--- src/hw/rtl/sapq_pkg.sv ---
`default_nettype none

package sapq_pkg;

  localparam int DEFAULT_CAPACITY = 8;

  localparam int KEY_W     = 16;
  localparam int PAYLOAD_W = 32;
  localparam int STATUS_W  = 2;
  localparam int OCC_W     = 4;

  localparam logic KIND_INSERT = 1'b0;
  localparam logic KIND_REMOVE = 1'b1;

  localparam logic [STATUS_W-1:0] ST_OK        = 2'd0;
  localparam logic [STATUS_W-1:0] ST_OVERFLOW  = 2'd1;
  localparam logic [STATUS_W-1:0] ST_UNDERFLOW = 2'd2;

  // Command broadcast to every cell of the chain in the cycle a transaction is taken.
  typedef struct packed {
    logic                        ins;
    logic                        rem;
    logic signed [KEY_W-1:0]     key;
    logic signed [PAYLOAD_W-1:0] payload;
  } cmd_t;

endpackage

`default_nettype wire

--- src/hw/rtl/sapq_cell.sv ---
`default_nettype none

module sapq_cell
  import sapq_pkg::*;
(
  input  wire logic                        clk,
  input  wire cmd_t                        cmd,
  input  wire logic                        valid,
  input  wire logic                        left_stay,
  input  wire logic signed [KEY_W-1:0]     left_key,
  input  wire logic signed [PAYLOAD_W-1:0] left_payload,
  input  wire logic signed [KEY_W-1:0]     right_key,
  input  wire logic signed [PAYLOAD_W-1:0] right_payload,
  output logic                             stay,
  output logic signed [KEY_W-1:0]          key,
  output logic signed [PAYLOAD_W-1:0]      payload,
  output logic signed [KEY_W-1:0]          key_next,
  output logic signed [PAYLOAD_W-1:0]      payload_next
);

  // A held pair whose key is not above the new key keeps its place on insert.
  assign stay = valid && (key <= cmd.key);

  always_comb begin
    key_next     = key;
    payload_next = payload;
    if (cmd.ins) begin
      if (stay) begin
        key_next     = key;
        payload_next = payload;
      end else if (left_stay) begin
        key_next     = cmd.key;
        payload_next = cmd.payload;
      end else begin
        key_next     = left_key;
        payload_next = left_payload;
      end
    end else if (cmd.rem) begin
      key_next     = right_key;
      payload_next = right_payload;
    end
  end

  always_ff @(posedge clk) begin
    key     <= key_next;
    payload <= payload_next;
  end

endmodule

`default_nettype wire

--- src/hw/rtl/sorted_array_priority_queue_core.sv ---
// A result appears in the output register in the cycle after its transaction is taken.
// Throughput: one insert or remove per cycle while in_ready is high; every cell compares
// against the new key in parallel and shifts its neighbor's pair in the same cycle.
// Reset clears the pair count and the output valid flag; cell contents are not reset
// and are only read below the count.
`default_nettype none

module sorted_array_priority_queue_core
  import sapq_pkg::*;
#(
  parameter int CAPACITY = DEFAULT_CAPACITY
) (
  input  wire logic                        clk,
  input  wire logic                        rst,
  input  wire logic                        in_valid,
  output logic                             in_ready,
  input  wire logic                        kind,
  input  wire logic signed [KEY_W-1:0]     prio_key,
  input  wire logic signed [PAYLOAD_W-1:0] payload,
  output logic                             out_valid,
  input  wire logic                        out_ready,
  output logic [STATUS_W-1:0]              status,
  output logic signed [PAYLOAD_W-1:0]      removed_payload,
  output logic signed [KEY_W-1:0]          removed_key,
  output logic signed [KEY_W-1:0]          head_key,
  output logic signed [PAYLOAD_W-1:0]      head_payload,
  output logic [OCC_W-1:0]                 occupancy,
  output logic                             is_empty
);

  localparam int CW = $clog2(CAPACITY + 1);

  logic          accept;
  logic [CW-1:0] count;
  logic [CW-1:0] count_next;
  logic          full;
  logic          empty;
  cmd_t          cmd;

  // Per-cell taps of the chain, each read at its own fixed place.
  logic                        cell_stay    [CAPACITY];
  logic signed [KEY_W-1:0]     cell_key     [CAPACITY];
  logic signed [PAYLOAD_W-1:0] cell_payload [CAPACITY];
  logic signed [KEY_W-1:0]     cell_key_n   [CAPACITY];
  logic signed [PAYLOAD_W-1:0] cell_pay_n   [CAPACITY];

  // The output register parts the two sides: a new transaction is taken whenever the
  // pending result is being collected or there is none.
  assign in_ready = !out_valid || out_ready;
  assign accept   = in_valid && in_ready;

  assign full  = (count == CW'(CAPACITY));
  assign empty = (count == '0);

  always_comb begin
    cmd.ins     = accept && (kind == KIND_INSERT) && !full;
    cmd.rem     = accept && (kind == KIND_REMOVE) && !empty;
    cmd.key     = prio_key;
    cmd.payload = payload;
  end

  // Cell zero sees a virtual left neighbor that always stays, so an insert that
  // passes no held pair lands at the head.
  genvar i;
  generate
    for (i = 0; i < CAPACITY; i++) begin : g_cell
      logic                        l_stay;
      logic signed [KEY_W-1:0]     l_key;
      logic signed [PAYLOAD_W-1:0] l_payload;
      logic signed [KEY_W-1:0]     r_key;
      logic signed [PAYLOAD_W-1:0] r_payload;

      if (i == 0) begin : g_first
        assign l_stay    = 1'b1;
        assign l_key     = cell_key[i];
        assign l_payload = cell_payload[i];
      end else begin : g_mid
        assign l_stay    = cell_stay[i-1];
        assign l_key     = cell_key[i-1];
        assign l_payload = cell_payload[i-1];
      end

      // The last cell falls out of the valid range on a remove, so its own value
      // is as good as any.
      if (i == CAPACITY - 1) begin : g_last
        assign r_key     = cell_key[i];
        assign r_payload = cell_payload[i];
      end else begin : g_inner
        assign r_key     = cell_key[i+1];
        assign r_payload = cell_payload[i+1];
      end

      sapq_cell u_cell (
        .clk          (clk),
        .cmd          (cmd),
        .valid        (count > CW'(i)),
        .left_stay    (l_stay),
        .left_key     (l_key),
        .left_payload (l_payload),
        .right_key    (r_key),
        .right_payload(r_payload),
        .stay         (cell_stay[i]),
        .key          (cell_key[i]),
        .payload      (cell_payload[i]),
        .key_next     (cell_key_n[i]),
        .payload_next (cell_pay_n[i])
      );
    end
  endgenerate

  always_comb begin
    count_next = count;
    if (cmd.ins) begin
      count_next = count + CW'(1);
    end else if (cmd.rem) begin
      count_next = count - CW'(1);
    end
  end

  always_ff @(posedge clk) begin
    if (rst) begin
      count <= '0;
    end else begin
      count <= count_next;
    end
  end

  // The occupancy field keeps the low bits of the count only.
  logic [CW+OCC_W-1:0] count_wide;
  assign count_wide = {{OCC_W{1'b0}}, count_next};

  // Result register. Head fields come from the next contents of cell zero, which
  // is the head after this transaction.
  always_ff @(posedge clk) begin
    if (rst) begin
      out_valid <= 1'b0;
    end else if (accept) begin
      out_valid <= 1'b1;
    end else if (out_ready) begin
      out_valid <= 1'b0;
    end
  end

  always_ff @(posedge clk) begin
    if (accept) begin
      if (kind == KIND_INSERT) begin
        status <= full ? ST_OVERFLOW : ST_OK;
      end else begin
        status <= empty ? ST_UNDERFLOW : ST_OK;
      end
      removed_key     <= cmd.rem ? cell_key[0] : '0;
      removed_payload <= cmd.rem ? cell_payload[0] : '0;
      head_key        <= (count_next != '0) ? cell_key_n[0] : '0;
      head_payload    <= (count_next != '0) ? cell_pay_n[0] : '0;
      occupancy       <= count_wide[OCC_W-1:0];
      is_empty        <= (count_next == '0);
    end
  end

endmodule

`default_nettype wire
--- config.mk ---
export PLATFORM = sky130hd
export DESIGN_NAME = sorted_array_priority_queue_core
export DESIGN_NICKNAME = d
export VERILOG_FILES = /design/src/hw/rtl/sapq_pkg.sv /design/src/hw/rtl/sapq_cell.sv /design/src/hw/rtl/sorted_array_priority_queue_core.sv
export SDC_FILE = /design/constraint.sdc
export NUM_CORES = 1
export LEC_CHECK = 0
export BUFFER_PORTS_ARGS = -buffer_cell sky130_fd_sc_hd__buf_2
export CORE_MARGIN = 1
export CORE_UTILIZATION = 50
export CTS_CLUSTER_SIZE = 25
export DETAILED_ROUTE_END_ITERATION = 10
export HOLD_SLACK_MARGIN = 0.02
export PLACE_DENSITY_LB_ADDON = 0.2
export SYNTH_ARGS = -nofsm -noshare
export SYNTH_HDL_FRONTEND = slang
export SYNTH_SLANG_ARGS = --single-unit
export TNS_END_PERCENT = 1
--- constraint.sdc ---
create_clock -name clk -period 18 [get_ports clk]
set_clock_uncertainty 0.05 [all_clocks]
set_input_delay 0.9 -clock clk [delete_from_list [all_inputs] [get_ports clk]]
set_output_delay 0.9 -clock clk [all_outputs]
set_load 0.02 [all_outputs]
## After elaboration in Yosys (flattened, before gate mapping)

Cells that the tools add are included.

| word-level totals | value |
|---|---|
| register bits | 492 |
| latch bits | 0 |
| bits in writable memories | 0 |
| ROM bits | 0 |
| output and inout port bits | 105 |
| memories kept | 0 |

| cells by class | value |
|---|---|
| add/sub/neg operators | 2 |
| $mul | 0 |
| divide/modulo/power cells | 0 |
| magnitude comparators | 16 |
| equality and inequality tests | 7 |
| shift operators | 0 |
| multiplexer cells | 63 |
| bitwise gates (word level) | 2 |
| reductions and logical operators | 29 |

Operator list:

| kind | count |
|---|---|
| $mux W32 | 28 |
| $mux W16 | 28 |
| $le A16 B16 Y1 | 8 |
| $gt A4 B3 Y1 const B | 4 |
| $reduce_and A2 Y1 | 7 |
| $logic_and A1 B1 Y1 | 13 |
| $ne A2 B2 Y1 const B | 6 |
| $gt A4 B1 Y1 const B | 2 |
| $gt A4 B2 Y1 const B | 2 |
| $logic_not A4 Y1 | 2 |
| $mux W4 | 2 |
| $add A4 B1 Y4 const B | 1 |
| $eq A4 B4 Y1 const B | 1 |
| $mux W2 | 2 |
| $reduce_bool A2 Y1 | 2 |
| $reduce_bool A4 Y1 | 1 |
| $sub A4 B1 Y4 const B | 1 |
| $logic_not A1 Y1 | 3 |
| $mux W1 | 3 |
| $not A1 Y1 | 2 |
| $logic_or A1 B1 Y1 | 1 |

## Logic depth before layout (Yosys ltp)

| logic depth | value |
|---|---|
| word-level depth | 8 |
| depth in mapped cells | 13 |
| depth with buffers taken out | 9 |

## Hierarchy

Synthesis repeated with hierarchy kept, for this count alone.

| unflattened totals | value |
|---|---|
| cells, all modules | 3,036 |
| area, all modules | 31,076.1 um^2 |

Modules (own cells, without submodules):

| module | times used | cells an instance | area an instance (um^2) |
|---|---|---|---|
| sapq_cell (g_cell[3].u_cell ...) | 5 | 381 | 3,517.1 |
| sapq_cell (g_cell[0].u_cell ...) | 3 | 277 | 2,986.6 |
| sorted_array_priority_queue_core | 1 | 300 | 4,530.6 |

## Least setup slack after synthesis

OpenSTA, ideal clock, no wires.

| timing path | value |
|---|---|
| path type | in2reg |
| from | in prio_key[5] |
| to | reg g_cell[6].u_cell.key[0] (enable) |
| setup time | 0.520 ns |
| data arrival time | 6.395 ns |
| setup slack | 11.035 ns |
| cell stages on the path | 12 |
| cells stage by stage | clkbuf_1 -> inv_1 -> ha_1 -> a21o_1 -> a21o_1 -> a21oi_1 -> o22ai_1 -> o31ai_1 -> a31oi_1 -> buf_2 -> buf_2 -> o21ai_0 |

| between the ends | value |
|---|---|
| word-level cells in the longest chain between the ends | 4 |

RTL lines:

| item | line | text |
|---|---|---|
| start, declared | sorted_array_priority_queue_core.sv:18 | `input wire logic signed [KEY_W-1:0] prio_key,` |
| $le A16 B16 Y1 | sapq_cell.sv:22 | `assign stay = valid && (key <= cmd.key);` |
| $logic_and A1 B1 Y1 | sapq_cell.sv:22 |  |
| $ne A2 B2 Y1 (no source line) | -- |  |
| $reduce_and A2 Y1 (no source line) | -- |  |
| end signal, assigned | sapq_cell.sv:45 | `key <= key_next;` |
| end, declared | sapq_cell.sv:15 | `output logic signed [KEY_W-1:0] key,` |

Every way passes these cells.
A chain may end at the register's enable or synchronous reset.

## Final worst setup path

| timing path | value |
|---|---|
| from | reg count[0] |
| to | reg head_key[9], data pin |

| between the ends | value |
|---|---|
| word-level cells in the longest chain between the ends | 6 |
| elaborated cells on any way between the ends | 16 |

RTL lines:

| item | line | text |
|---|---|---|
| start, declared | sorted_array_priority_queue_core.sv:34 | `logic [CW-1:0] count;` |
| start signal, assigned | sorted_array_priority_queue_core.sv:124 | `count <= count_next;` |
| parallel branches: the longest is 4 deep, another holds $sub A4 B1 Y4 | -- |  |
| $mux W4 * | sorted_array_priority_queue_core.sv:113 | `if (cmd.ins) begin` |
| via count_next[0] | sorted_array_priority_queue_core.sv:35 | `logic [CW-1:0] count_next;` |
| $reduce_bool A4 Y1 * | sorted_array_priority_queue_core.sv:153 | `head_key <= (count_next != '0) ? cell_key_n[0] : '0;` |
| end signal, assigned | sorted_array_priority_queue_core.sv:153 |  |
| end, declared | sorted_array_priority_queue_core.sv:25 | `output logic signed [KEY_W-1:0] head_key,` |

Mark *: on every way through the listed nets, which the timed path passes.

==> key figures <==
Status
  • Outcome: finished, final reports clean

STA
  • Final max-slew violation count: 0
  • Worst-Margin Slew: 1.18 ns
  • Worst slew margin: 0.212
  • Final setup vio count: 0
  • Post-route minimum period: 5.15 ns
  • Final Hold Fails: 0
  • Unrepaired setup endpoints after global routing: false
  • Final Cycle Share: 0.286
  • Total negative setup slack: 0 ns
  • Max Fclk: 194 MHz

Power and ir drop
  • P_sw: 1.26 mW
  • Internal Power: 2.37 mW
  • Switching part of the total power: 0.347
  • Gate power share: 0.250
  • Pwr Density: 116 nW/um2
  • Maximum VDD drop: 0.0686 mV
  • Share of total power in the clock network: 0.315
  • Leakage power: 11.1 nW
  • Seq pwr share: 0.435

Yosys
  • Post-Syn Area: 28300 um2
  • Synth Area per Inst: 10.2 um2
  • Distinct cells, synth: 70
  • Seq/Total Area, Yosys: 0.503
  • Yosys reg bits: 492
  • Post-synth net total: 2959
  • Ys async rst share: 0
  • Synth Flop Type: edfxtp_1
  • Cells after synthesis: 2774
  • EDFF count, synth: 439
  • YS warnings: 0

Layout
  • Commonest non-fill, non-tap cell in the layout: edfxtp_1
  • Commonest cells after routing, fill and taps aside: edfxtp_1 (439), nor2_1 (269), o21ai_0 (172)
  • Share of cells above drive strength 1: 0.136
  • Final core utilization: 0.564
  • Nets: 2925
  • Area growth, synth to finish: 10.6%

Critical path
  • Critical path arrival: 5.57 ns
  • Most used cell, CP: buf_4
  • Crit path kind: reg2reg
  • Critical Path RT: 18.42 ns
  • Critical path depth: 11
  • Top delay family on crit path: buffers and inverters
  • Worst-path cell chain: inv_1 -> ha_1 -> or3b_2 -> buf_4 -> nand4_2 -> nand2_1 -> xnor2_2 -> nor3_2 -> a211oi_4 -> buf_4 -> a221o_1
  • Nature of the critical path endpoint: flip-flop
  • Max stage delay cell, worst path: a211oi_4
  • CP Buf/Inv Count: 3
  • Largest stage delay, worst path: 0.96 ns
  • Critical Path Fanout Max: 52
  • R2R depth: 11
  • Worst Setup Start Kind: flip-flop

Hold path
  • Hold depth: 2
  • Worst min-delay path class: in2reg

Detailed routing
  • Drt pass-1 iters: 6
  • DR DRC count: 0
  • Initial DRC count: 3213
  • Routed Wire Length: 103000 um
  • Drt via density: 6.95
  • Routed Antenna Nets: 0
  • DR WL/cell: 29.2 um
  • Vias after detailed routing: 24600

Die
  • Core Area: 55500 um2
  • Die height: 240 um
  • Die ar.: 57600 um2
  • I/O pins: 158
  • FP Rows: 86
  • Die W: 240 um
  • Initial Utilization: 0.510

Clock tree
  • Setup Buffers After CTS: 0
  • H-tree Lvls: 2
  • Hold_buf cts: 0
  • Skew-Pair Late Insertion Delay: 0.63 ns
  • Root Buffer: clkbuf_16
  • CTS tree: done
  • Total CTS buffers: 53
  • Clock-pin transition on the worst setup and hold timing paths: 0.07 ns
  • Clk sinks: 492
  • Clock Path Buffers: 3
  • CTS resizes: 0

Flow run
  • Max_cap viols: 0

Place
  • IO Port Bufs: 157
  • Placer congestion estimate: 0.960
  • Final HPWL DP: 58800 um

Global route
  • Antenna violations before repair: 10
  • Largest net degree at the start of global routing: 201
  • Grt ovf: 0
  • GRT Overall Usage: 0.358
  • Global-route wire length before repair: 154000 um
  • Vias in the first global route: 24200
## state kept, by name (all words and copies together) (netlist names)
name	cells
g_cell.u_cell.payload	256
removed_key	16
out_valid	1
occupancy	4
count	4
removed_payload	32
status	2
head_payload	32
head_key	16
is_empty	1
g_cell.u_cell.key	128
## per-layer routing
metal	share of wire	global-route usage	routed length, um
met1	0.38	0.465	39500
met2	0.45	0.547	46100
met3	0.12	0.0840	12100
met4	0.053	0.206	5510
met5	0.00026	0	27
## per-stage QoR
step | std cells | power, mW | hold WS [ns] | setup slack, ns | instance area (um2)
after floorplan | 2774 | 2.11 | 0.435 | 11.03 | 28300
after global placement | 3433 | 2.45 | 0.454 | 12.54 | 29500
after detailed placement | 3433 | 2.47 | 0.459 | 12.53 | 29500
after CTS | 3532 | 3.61 | 0.444 | 13.05 | 31300
after global routing | 3537 | 3.74 | 0.479 | 12.77 | 31300
final | 3539 | 3.64 | 0.470 | 12.85 | 31300
## worst reg2reg max path, stage by stage (launching register included)
cell,delay (ns)
dfxtp_1,0.45
inv_1,0.18
ha_1,0.36
or3b_2,0.24
buf_4,0.73
nand4_2,0.54
nand2_1,0.28
xnor2_2,0.16
nor3_2,0.12
a211oi_4,0.96
buf_4,0.63
a221o_1,0.30
## power by group through the flow
stage,clock [mW],combinational [mW],sequential [mW]
floorplan,0,0.533,1.58
global placement,0,0.856,1.60
detailed placement,0,0.874,1.60
CTS,1.15,0.878,1.58
global route,1.19,0.956,1.60
finish,1.14,0.909,1.58
## cell usage after synthesis, drive strengths merged (56+ instances only)
cell,count,share of area
nor3,106,0.019
edfxtp,439,0.47
a21oi,145,0.026
clkbuf,247,0.033
ha,132,0.058
nand2,139,0.018
o211ai,117,0.031
nor2,269,0.036
a31oi,148,0.033
a211oi,102,0.027
o31ai,56,0.015
and2,143,0.032
a221o,97,0.034
o21ai,178,0.032
## worst paths after layout
kind	startpoint	endpoint	slack (ns)
worst max register to register	count[0]$_SDFF_PP0_	head_key[9]$_SDFFCE_PP0P_	12.85
worst min-delay path	rst	count[1]$_SDFF_PP0_	0.47
worst max-delay path	count[0]$_SDFF_PP0_	head_key[9]$_SDFFCE_PP0P_	12.85
worst min register to register	g_cell[0].u_cell.payload[2]$_DFF_P_	g_cell[0].u_cell.payload[2]$_DFF_P_	0.47
## logic make-up (layout without fill, tap and decap cells)
logic type | Yosys count | count (layout) | share of synthesized area
buf+inv | 347 | 357 | 0.0493
flops | 492 | 492 | 0.503
simple gates | 778 | 778 | 0.131
other cells | 0 | 7 | 0
mux | 96 | 96 | 0.0360
fa+ha+maj | 132 | 132 | 0.0583
compound gates | 928 | 928 | 0.222
xor+xnor | 1 | 1 | 0.000574
## layout make-up
| class | count | area, um2 |
|---|---|---|
| clock inverters | 20 | 279 |
| fillers | 4826 | 24200 |
| flip-flops and latches | 492 | 14200 |
| multi-input cells | 1935 | 13000 |
| well taps | 748 | 936 |
| repair buffers | 207 | 1170 |
| diodes | 7 | 17.5 |
| inverters | 51 | 194 |
| clock buffers | 79 | 1500 |
No activity file was read; power rests on OpenSTA's default activity.
